<file path="src/rtl/core/rps_pkg.sv">
// ----------------------------------------------------------------------------
// rps_pkg
// shared types and constants of the reflection probe selector: request and
// response payloads, table entry layout, command, status and sequencer codes
// ----------------------------------------------------------------------------
package rps_pkg;

	localparam int unsigned MAX_PROBES_DEF = 16;

	localparam int unsigned COORD_W  = 16;
	localparam int unsigned EIDX_W   = 4;
	localparam int unsigned RIDX_W   = 4;
	localparam int unsigned DIFF_W   = COORD_W + 1;
	localparam int unsigned SQ_W     = 2 * COORD_W;
	localparam int unsigned DIST_W   = SQ_W + 2;

	typedef enum logic [1:0] {
		CMD_ADD    = 2'd0,
		CMD_REMOVE = 2'd1,
		CMD_QUERY  = 2'd2,
		CMD_NOP    = 2'd3
	} rps_cmd_t;

	typedef enum logic [1:0] {
		STATUS_OK        = 2'd0,
		STATUS_FULL      = 2'd1,
		STATUS_BAD_INDEX = 2'd2,
		STATUS_EMPTY     = 2'd3
	} rps_status_t;

	typedef enum logic [1:0] {
		ST_IDLE,
		ST_REMOVE,
		ST_QUERY,
		ST_RESP
	} rps_state_t;

	typedef struct packed {
		rps_cmd_t                  cmd;
		logic signed [COORD_W-1:0] pos_x;
		logic signed [COORD_W-1:0] pos_y;
		logic signed [COORD_W-1:0] pos_z;
		logic signed [COORD_W-1:0] box_lo_x;
		logic signed [COORD_W-1:0] box_lo_y;
		logic signed [COORD_W-1:0] box_lo_z;
		logic signed [COORD_W-1:0] box_hi_x;
		logic signed [COORD_W-1:0] box_hi_y;
		logic signed [COORD_W-1:0] box_hi_z;
		logic [EIDX_W-1:0]         entry_index;
	} rps_req_t;

	typedef struct packed {
		rps_status_t       status;
		logic [RIDX_W-1:0] result_index;
		logic              inside_box;
	} rps_resp_t;

	// one table entry: centre and box offsets
	typedef struct packed {
		logic signed [COORD_W-1:0] cx;
		logic signed [COORD_W-1:0] cy;
		logic signed [COORD_W-1:0] cz;
		logic signed [COORD_W-1:0] lo_x;
		logic signed [COORD_W-1:0] lo_y;
		logic signed [COORD_W-1:0] lo_z;
		logic signed [COORD_W-1:0] hi_x;
		logic signed [COORD_W-1:0] hi_y;
		logic signed [COORD_W-1:0] hi_z;
	} rps_entry_t;

endpackage

</file>
<file path="src/rtl/core/rps_ram.sv">
// ----------------------------------------------------------------------------
// rps_ram
// generic single write port, single read port ram with registered read data
// ----------------------------------------------------------------------------
module rps_ram #(
	parameter int unsigned WIDTH = 8,
	parameter int unsigned DEPTH = 16,
	localparam int unsigned AW = (DEPTH > 1) ? $clog2(DEPTH) : 1
) (
	input  logic             clk,
	input  logic             we,
	input  logic [AW-1:0]    waddr,
	input  logic [WIDTH-1:0] wdata,
	input  logic [AW-1:0]    raddr,
	output logic [WIDTH-1:0] rdata_q
);

	logic [WIDTH-1:0] mem_q [DEPTH];

	always_ff @(posedge clk) begin
		if (we) begin
			mem_q[waddr] <= wdata;
		end
		rdata_q <= mem_q[raddr];
	end

endmodule

</file>
<file path="src/rtl/core/reflection_probe_selector_unit.sv">
// ----------------------------------------------------------------------------
// reflection_probe_selector_unit
// ordered probe table with add, remove and nearest contained probe query
// ----------------------------------------------------------------------------
// usage
//   requests come in on req / req_valid / req_stall, responses leave on
//   resp / resp_valid / resp_stall; every request gives exactly one response
//   req_stall is high whenever the sequencer is not idle, one request at a time
//   add, unused command, bad remove index and query on an empty table:
//     the sequencer goes straight to ST_RESP, then the response register loads
//   remove of entry k from n entries: the table ram is walked once from
//     entry k + 1 to entry n - 1, one entry shifted down per cycle
//   query on n entries: one entry is read per cycle from the single table
//     ram read port and flows through a four stage distance and
//     containment pipeline
//   the next request can be taken in the same cycle as the response turns
//   valid; a finished response sits in the output register while a new
//   request is taken, and the sequencer holds its next response until the
//   receiver drops resp_stall
//   reset empties the table (count to zero); entry storage is not cleared,
//   only entries below the count are ever read
// ----------------------------------------------------------------------------
module reflection_probe_selector_unit
	import rps_pkg::*;
#(
	parameter int unsigned MAX_PROBES = MAX_PROBES_DEF
) (
	input  logic      clk,
	input  logic      arst_n,
	input  logic      req_valid,
	output logic      req_stall,
	input  rps_req_t  req,
	output logic      resp_valid,
	input  logic      resp_stall,
	output rps_resp_t resp
);

	localparam int unsigned IDX_W   = (MAX_PROBES > 1) ? $clog2(MAX_PROBES) : 1;
	localparam int unsigned CNT_W   = $clog2(MAX_PROBES + 1);
	localparam int unsigned CMP_W   = (CNT_W > EIDX_W) ? CNT_W : EIDX_W;
	localparam int unsigned ENTRY_W = $bits(rps_entry_t);
	localparam logic [CNT_W-1:0] MAX_CNT = CNT_W'(MAX_PROBES);

	// sequencer and table state
	rps_state_t        state_q, state_d;
	logic [CNT_W-1:0]  count_q;
	logic [CNT_W-1:0]  ptr_q;

	// query point
	logic signed [COORD_W-1:0] px_q, py_q, pz_q;

	// ram read stage
	logic              rd_v_s0;
	logic [IDX_W-1:0]  rd_idx_s0;
	logic [ENTRY_W-1:0] ram_rdata;
	rps_entry_t        ent_s0;

	// distance pipeline
	logic                     v_s1, v_s2, v_s3;
	logic [IDX_W-1:0]         idx_s1, idx_s2, idx_s3;
	logic                     in_s1, in_s2, in_s3;
	logic signed [DIFF_W-1:0] dx_s1, dy_s1, dz_s1;
	logic [SQ_W-1:0]          sqx_s2, sqy_s2, sqz_s2;
	logic [DIST_W-1:0]        dist_s3;

	// running best
	logic              found_q;
	logic [DIST_W-1:0] best_all_q, best_in_q;
	logic [IDX_W-1:0]  idx_all_q, idx_in_q;

	// pending and output response
	rps_resp_t res_q;
	logic      resp_valid_q;
	rps_resp_t resp_q;

	// control
	logic              accept;
	logic              issue;
	logic              full;
	logic              index_ok;
	logic              remove_done;
	logic              query_done;
	logic              out_free;
	logic              add_wr;
	logic              rm_wr;
	logic              ram_we;
	logic [IDX_W-1:0]  ram_waddr;
	logic [ENTRY_W-1:0] ram_wdata;
	rps_entry_t        add_ent;

	// combinational stage results
	logic signed [DIFF_W-1:0]   dx_c, dy_c, dz_c;
	logic                       in_c;
	logic signed [2*DIFF_W-1:0] px2_c, py2_c, pz2_c;
	logic [DIST_W-1:0]          dist_c;

	function automatic logic axis_in(
		input logic signed [DIFF_W-1:0]  d,
		input logic signed [COORD_W-1:0] lo,
		input logic signed [COORD_W-1:0] hi
	);
		logic signed [DIFF_W-1:0] lo_e;
		logic signed [DIFF_W-1:0] hi_e;
		lo_e = $signed({lo[COORD_W-1], lo});
		hi_e = $signed({hi[COORD_W-1], hi});
		return !(d < lo_e) && !(d > hi_e);
	endfunction

	// table ram: add writes at the count, remove writes each entry one place down
	rps_ram #(
		.WIDTH (ENTRY_W),
		.DEPTH (MAX_PROBES)
	) u_table (
		.clk     (clk),
		.we      (ram_we),
		.waddr   (ram_waddr),
		.wdata   (ram_wdata),
		.raddr   (ptr_q[IDX_W-1:0]),
		.rdata_q (ram_rdata)
	);

	assign ent_s0 = rps_entry_t'(ram_rdata);

	// control outputs of the sequencer
	always_comb begin
		req_stall   = (state_q != ST_IDLE);
		accept      = req_valid && !req_stall;
		full        = (count_q == MAX_CNT);
		index_ok    = (CMP_W'(req.entry_index) < CMP_W'(count_q));
		issue       = ((state_q == ST_REMOVE) || (state_q == ST_QUERY)) && (ptr_q < count_q);
		remove_done = (state_q == ST_REMOVE) && !issue && !rd_v_s0;
		query_done  = (state_q == ST_QUERY) && !issue && !rd_v_s0 && !v_s1 && !v_s2 && !v_s3;
		out_free    = !resp_valid_q || !resp_stall;

		add_wr = accept && (req.cmd == CMD_ADD) && !full;
		rm_wr  = (state_q == ST_REMOVE) && rd_v_s0;

		add_ent.cx   = req.pos_x;
		add_ent.cy   = req.pos_y;
		add_ent.cz   = req.pos_z;
		add_ent.lo_x = req.box_lo_x;
		add_ent.lo_y = req.box_lo_y;
		add_ent.lo_z = req.box_lo_z;
		add_ent.hi_x = req.box_hi_x;
		add_ent.hi_y = req.box_hi_y;
		add_ent.hi_z = req.box_hi_z;

		ram_we = add_wr || rm_wr;
		if (rm_wr) begin
			ram_waddr = rd_idx_s0 - IDX_W'(1);
			ram_wdata = ram_rdata;
		end else begin
			ram_waddr = count_q[IDX_W-1:0];
			ram_wdata = ENTRY_W'(add_ent);
		end
	end

	// next state
	always_comb begin
		state_d = state_q;
		unique case (state_q)
			ST_IDLE: begin
				if (accept) begin
					unique case (req.cmd)
						CMD_REMOVE: state_d = index_ok ? ST_REMOVE : ST_RESP;
						CMD_QUERY:  state_d = (count_q != '0) ? ST_QUERY : ST_RESP;
						default:    state_d = ST_RESP;
					endcase
				end
			end
			ST_REMOVE: begin
				if (remove_done) begin
					state_d = ST_RESP;
				end
			end
			ST_QUERY: begin
				if (query_done) begin
					state_d = ST_RESP;
				end
			end
			ST_RESP: begin
				if (out_free) begin
					state_d = ST_IDLE;
				end
			end
			default: state_d = ST_IDLE;
		endcase
	end

	// distance and containment datapath
	always_comb begin
		dx_c = $signed({px_q[COORD_W-1], px_q}) - $signed({ent_s0.cx[COORD_W-1], ent_s0.cx});
		dy_c = $signed({py_q[COORD_W-1], py_q}) - $signed({ent_s0.cy[COORD_W-1], ent_s0.cy});
		dz_c = $signed({pz_q[COORD_W-1], pz_q}) - $signed({ent_s0.cz[COORD_W-1], ent_s0.cz});
		in_c = axis_in(dx_c, ent_s0.lo_x, ent_s0.hi_x)
			&& axis_in(dy_c, ent_s0.lo_y, ent_s0.hi_y)
			&& axis_in(dz_c, ent_s0.lo_z, ent_s0.hi_z);

		// a square of a 17 bit difference always fits 32 bits
		px2_c = dx_s1 * dx_s1;
		py2_c = dy_s1 * dy_s1;
		pz2_c = dz_s1 * dz_s1;

		dist_c = DIST_W'(sqx_s2) + DIST_W'(sqy_s2) + DIST_W'(sqz_s2);
	end

	// control registers
	always_ff @(posedge clk or negedge arst_n) begin
		if (!arst_n) begin
			state_q      <= ST_IDLE;
			count_q      <= '0;
			ptr_q        <= '0;
			rd_v_s0      <= 1'b0;
			v_s1         <= 1'b0;
			v_s2         <= 1'b0;
			v_s3         <= 1'b0;
			found_q      <= 1'b0;
			resp_valid_q <= 1'b0;
		end else begin
			state_q <= state_d;
			rd_v_s0 <= issue;
			v_s1    <= rd_v_s0 && (state_q == ST_QUERY);
			v_s2    <= v_s1;
			v_s3    <= v_s2;

			// table count
			if (add_wr) begin
				count_q <= count_q + CNT_W'(1);
			end else if (remove_done) begin
				count_q <= count_q - CNT_W'(1);
			end

			// walk pointer: remove starts just above the deleted entry
			if (accept) begin
				if (req.cmd == CMD_REMOVE) begin
					ptr_q <= CNT_W'(CMP_W'(req.entry_index) + CMP_W'(1));
				end else begin
					ptr_q <= '0;
				end
			end else if (issue) begin
				ptr_q <= ptr_q + CNT_W'(1);
			end

			// contained probe seen in this query
			if (accept) begin
				found_q <= 1'b0;
			end else if (v_s3 && in_s3) begin
				found_q <= 1'b1;
			end

			// output register
			if ((state_q == ST_RESP) && out_free) begin
				resp_valid_q <= 1'b1;
			end else if (resp_valid_q && !resp_stall) begin
				resp_valid_q <= 1'b0;
			end
		end
	end

	// payload registers
	always_ff @(posedge clk) begin
		if (accept) begin
			px_q <= req.pos_x;
			py_q <= req.pos_y;
			pz_q <= req.pos_z;
		end

		rd_idx_s0 <= ptr_q[IDX_W-1:0];

		dx_s1  <= dx_c;
		dy_s1  <= dy_c;
		dz_s1  <= dz_c;
		in_s1  <= in_c;
		idx_s1 <= rd_idx_s0;

		sqx_s2 <= px2_c[SQ_W-1:0];
		sqy_s2 <= py2_c[SQ_W-1:0];
		sqz_s2 <= pz2_c[SQ_W-1:0];
		in_s2  <= in_s1;
		idx_s2 <= idx_s1;

		dist_s3 <= dist_c;
		in_s3   <= in_s2;
		idx_s3  <= idx_s2;

		// nearest overall, first entry seeds it, strict compare keeps earliest
		if (v_s3 && ((idx_s3 == '0) || (dist_s3 < best_all_q))) begin
			best_all_q <= dist_s3;
			idx_all_q  <= idx_s3;
		end
		// nearest among the containing boxes
		if (v_s3 && in_s3 && (!found_q || (dist_s3 < best_in_q))) begin
			best_in_q <= dist_s3;
			idx_in_q  <= idx_s3;
		end

		// pending response
		if (accept) begin
			res_q.result_index <= '0;
			res_q.inside_box   <= 1'b0;
			unique case (req.cmd)
				CMD_ADD: begin
					if (full) begin
						res_q.status <= STATUS_FULL;
					end else begin
						res_q.status       <= STATUS_OK;
						res_q.result_index <= RIDX_W'(count_q);
					end
				end
				CMD_REMOVE: res_q.status <= index_ok ? STATUS_OK : STATUS_BAD_INDEX;
				CMD_QUERY:  res_q.status <= (count_q != '0) ? STATUS_OK : STATUS_EMPTY;
				default:    res_q.status <= STATUS_OK;
			endcase
		end else if (query_done) begin
			res_q.status <= STATUS_OK;
			if (found_q) begin
				res_q.result_index <= RIDX_W'(idx_in_q);
				res_q.inside_box   <= 1'b1;
			end else begin
				res_q.result_index <= RIDX_W'(idx_all_q);
				res_q.inside_box   <= 1'b0;
			end
		end

		if ((state_q == ST_RESP) && out_free) begin
			resp_q <= res_q;
		end
	end

	assign resp_valid = resp_valid_q;
	assign resp       = resp_q;

endmodule

</file>
<file path="config.mk">
export PLATFORM = sky130hd
export DESIGN_NAME = reflection_probe_selector_unit
export DESIGN_NICKNAME = d
export VERILOG_FILES = /design/src/rtl/core/rps_pkg.sv /design/src/rtl/core/rps_ram.sv /design/src/rtl/core/reflection_probe_selector_unit.sv
export SDC_FILE = /design/constraint.sdc
export NUM_CORES = 2
export LEC_CHECK = 0
export BUFFER_PORTS_ARGS = -buffer_cell sky130_fd_sc_hd__buf_2
export CORE_MARGIN = 2
export CORE_UTILIZATION = 35
export CTS_CLUSTER_DIAMETER = 150
export CTS_CLUSTER_SIZE = 8
export DETAILED_ROUTE_END_ITERATION = 10
export GPL_ROUTABILITY_DRIVEN = 0
export GPL_TIMING_DRIVEN = 0
export PLACE_DENSITY = 0.55
export SYNTH_ARGS = -nofsm -noshare
export SYNTH_HDL_FRONTEND = slang
export SYNTH_SLANG_ARGS = --single-unit
export TNS_END_PERCENT = 10
</file>
<file path="constraint.sdc">
create_clock -name clk -period 10.5 [get_ports clk]
set_input_delay 2.1 -clock clk [delete_from_list [all_inputs] [get_ports clk]]
set_output_delay 2.1 -clock clk [all_outputs]
set_load 0.1 [all_outputs]
</file>
==> results.cfg <==
[min_path]
hold_class = flip-flop to flip-flop

[run]
maxCapViolCount = 3

[status]
status = finished with violations
violations = capacitance limit, slew limit

[clocking]
cts_buffer_depth = 4
cts_tree = done
cts_root_buf = clkbuf_16
cts.clk_slew.worst_paths_ns = 0.06
ctsHoldBuffers = 0
htree_levels = 5
cts_setup_buffers = 0
post_cts_resized = 0
clock-sinks = 2801
cts_made_buffers = 388
clock_latency_ns = 0.94

[routing]
vias = 74200
wl_per_cell_um = 26.5
post-route-drc-count = 0
drt_iter0_drc = 7005
viasPerCell = 5.10
ant_nets = 0
totalWireLength_mm = 386
firstDrtPassIters = 6

[floorplan]
die_h_um = 629
die_w_um = 629
core_region_area_um2 = 389000
ioPinCount = 163
fp-row-count = 229
initial_core_util_pct = 35.1
die-area_um2 = 395000

[critical_path]
cp.required_ns = 11.24
critPathMaxFanout = 10
critPathCaptureType = flip-flop
critical_path.startpoint_type = flip-flop
path_buf_inv = 5
slowest_delay_ns = 0.61
critPathKind = flip-flop to flip-flop
crit_top_cell = fa_1
critPathTopFamily = adder cells
slowest_stage = o41ai_1
crit_chain = clkbuf_1 > clkbuf_1 > nand2_1 > fa_1 > fa_1 > fa_1 > inv_1 > fa_1 > fa_1 > inv_1 > fa_1 > inv_1 > ha_1 > a21o_1 > a211o_1 > nand3b_1 > a21oi_1 > o41ai_1 > o2111ai_1 > nor2_1 > o21bai_1 > xnor2_1
cp.arrival_ns = 8.30

[sta]
finalSetupViolations = 0
hold_violations = 0
worst_slew_pin_slew_ns = 1.61
fmax_mhz = 132
min_period_ns = 7.56
final_max_slew_viol_count = 8
fin_worst_skew_ns = 0.0756
slew_headroom_pct = -7.83
post-route-period-util_pct = 72.0
rsz0062_at_grt = false
finalSetupTns_ns = 0

[global_routing]
grt_antenna_before_repair = 23
grt_usage_pct = 19.4
overflow = 0
grt_pass1_wl_mm = 557
grt_pass1_vias = 79500
grt_max_degree = 39

[synthesis]
dominantRegCellSynth = edfxtp_1
syn_inst = 8337
avgSynthCellArea_um2 = 16.4
yosysSeqAreaShare_pct = 59.0
yosysWarnings = 0
synth_cell_type_count = 83
ys_ff_latch = 2801
synth_edf_count = 2441
syn_area_um2 = 137000
async_reset_ff_share_pct = 0.643

[layout]
drive_above_1_share_pct = 17.4
syn_to_final_growth_pct = 16.3
nets = 10500

[place]
dp_hpwl_mm = 274
io_buffers = 162
## worst register-to-register path, cell delays in order, from the launching register on
cell	delay [ns]
dfxtp_1	0.38
clkbuf_1	0.56
clkbuf_1	0.55
nand2_1	0.17
fa_1	0.51
fa_1	0.45
fa_1	0.43
inv_1	0.08
fa_1	0.44
fa_1	0.56
inv_1	0.05
fa_1	0.50
inv_1	0.06
ha_1	0.36
a21o_1	0.19
a211o_1	0.28
nand3b_1	0.09
a21oi_1	0.15
o41ai_1	0.61
o2111ai_1	0.27
nor2_1	0.15
o21bai_1	0.09
xnor2_1	0.51
## routing by layer
metal  routed length (µm)  part of all wire (%)  track usage, %
met1               156000                    40            24.9
met3                21500                   5.6            2.60
met4                15400                   4.0            7.15
met5                    0                     0               0
met2               193000                    50            33.5
## per-stage QoR
step                      std cells  setup WS, ns  area, µm²  utilization, %  hold WS [ns]
after floorplan                8339         0.647     137000               -         0.310
after global placement        13700        -10.16     144000            37.0         0.315
after detailed placement      13900          2.70     148000            38.0         0.312
after CTS                     14500          2.74     159000            40.9         0.324
after global routing          14500          2.42     159000            40.9         0.333
final                         14500          2.94     159000            40.9         0.320
## flip-flops by register name, summed over array words and instances (netlist names), 16 cells and up
register / flops
best_in_q: 34
dx_s1: 17
best_all_q: 34
sqx_s2: 31
sqy_s2: 31
dist_s3: 34
py_q: 16
dy_s1: 17
pz_q: 16
u_table.mem_q: 2304
sqz_s2: 31
dz_s1: 17
u_table.rdata_q: 144
px_q: 16
## synth_stat cells, types with 41 or more instances
library cell | count | area share [%]
xnor2_1 | 165 | 1.1
nand3_1 | 41 | 0.15
edfxtp_1 | 2441 | 54
fa_1 | 804 | 12
and2_1 | 168 | 0.77
nor2_1 | 150 | 0.41
o21a_1 | 41 | 0.23
ha_1 | 517 | 4.7
dfxtp_1 | 342 | 5.0
nand2_1 | 466 | 1.3
a21oi_1 | 149 | 0.55
inv_1 | 1255 | 3.4
mux4_2 | 720 | 12
a21o_1 | 92 | 0.51
nor2b_1 | 63 | 0.29
o21ai_0 | 225 | 0.82
xor2_1 | 59 | 0.38
clkbuf_1 | 201 | 0.55
## logic make-up (layout without fill, tap and decap cells)
logic type	count (synthesis)	count (layout)	synth area share, %
fa+ha+maj	1321	1321	16.5
buf+inv	1521	2522	4.21
other cells	1	8	0.00274
compound gates	680	680	3.20
mux	743	743	12.0
simple gates	1046	1046	3.62
xor+xnor	224	224	1.44
flops	2801	2801	59.0
## final timing paths
| kind | startpoint | end | slack [ns] | cells after the start |
|---|---|---|---|---|
| max in group asynchronous | arst_n | count_q[0] | 9.04 | 1 |
| hold / removal | idx_s1[0] | idx_s2[0] | 0.32 | 0 |
| setup reg to reg | dx_s1[5] | sqx_s2[31] | 2.94 | 22 |
| min in group asynchronous | arst_n | resp_valid | 1.14 | 1 |
| hold reg to reg | idx_s1[0] | idx_s2[0] | 0.32 | 0 |
| setup / recovery | dx_s1[5] | sqx_s2[31] | 2.94 | 22 |
## cells in the final DEF (no fill, tap or decap), types with 16 or more instances in the layout
master and count:
edfxtp_1 2441, inv_1 1255, fa_1 804, mux4_2 720, ha_1 517, nand2_1 466, clkbuf_1 445, clkbuf_16 395
dfxtp_1 342, buf_2 198, and2_1 168, a21oi_1 148, xnor2_1 143, o21ai_1 141, nor2_1 133, buf_12 121
a21o_1 92, o21ai_0 90, nor2b_1 63, xor2_1 55, o21a_1 41, nand3_1 41, nand2b_1 32, nor3_1 31
buf_1 27, nand4_1 25, buf_16 25, a211oi_1 22, xnor2_2 22, o21bai_1 18, dfrtp_1 18, and3_1 17
nor2_4 16
## cell type report
| cell class | count | area (µm²) |
|---|---|---|
| well taps | 5197 | 6500 |
| multi-input cells | 4017 | 50700 |
| repair buffers | 328 | 4160 |
| clock buffers | 654 | 10900 |
| clock inverters | 19 | 305 |
| plain buffers | 265 | 1060 |
| flip-flops and latches | 2801 | 80600 |
| fillers | 35100 | 230000 |
| diodes | 5 | 12.5 |
| inverters | 1256 | 4720 |
Power is not shown: default switching activity piles up to over one toggle a cycle in this logic, so the estimate is an artifact.
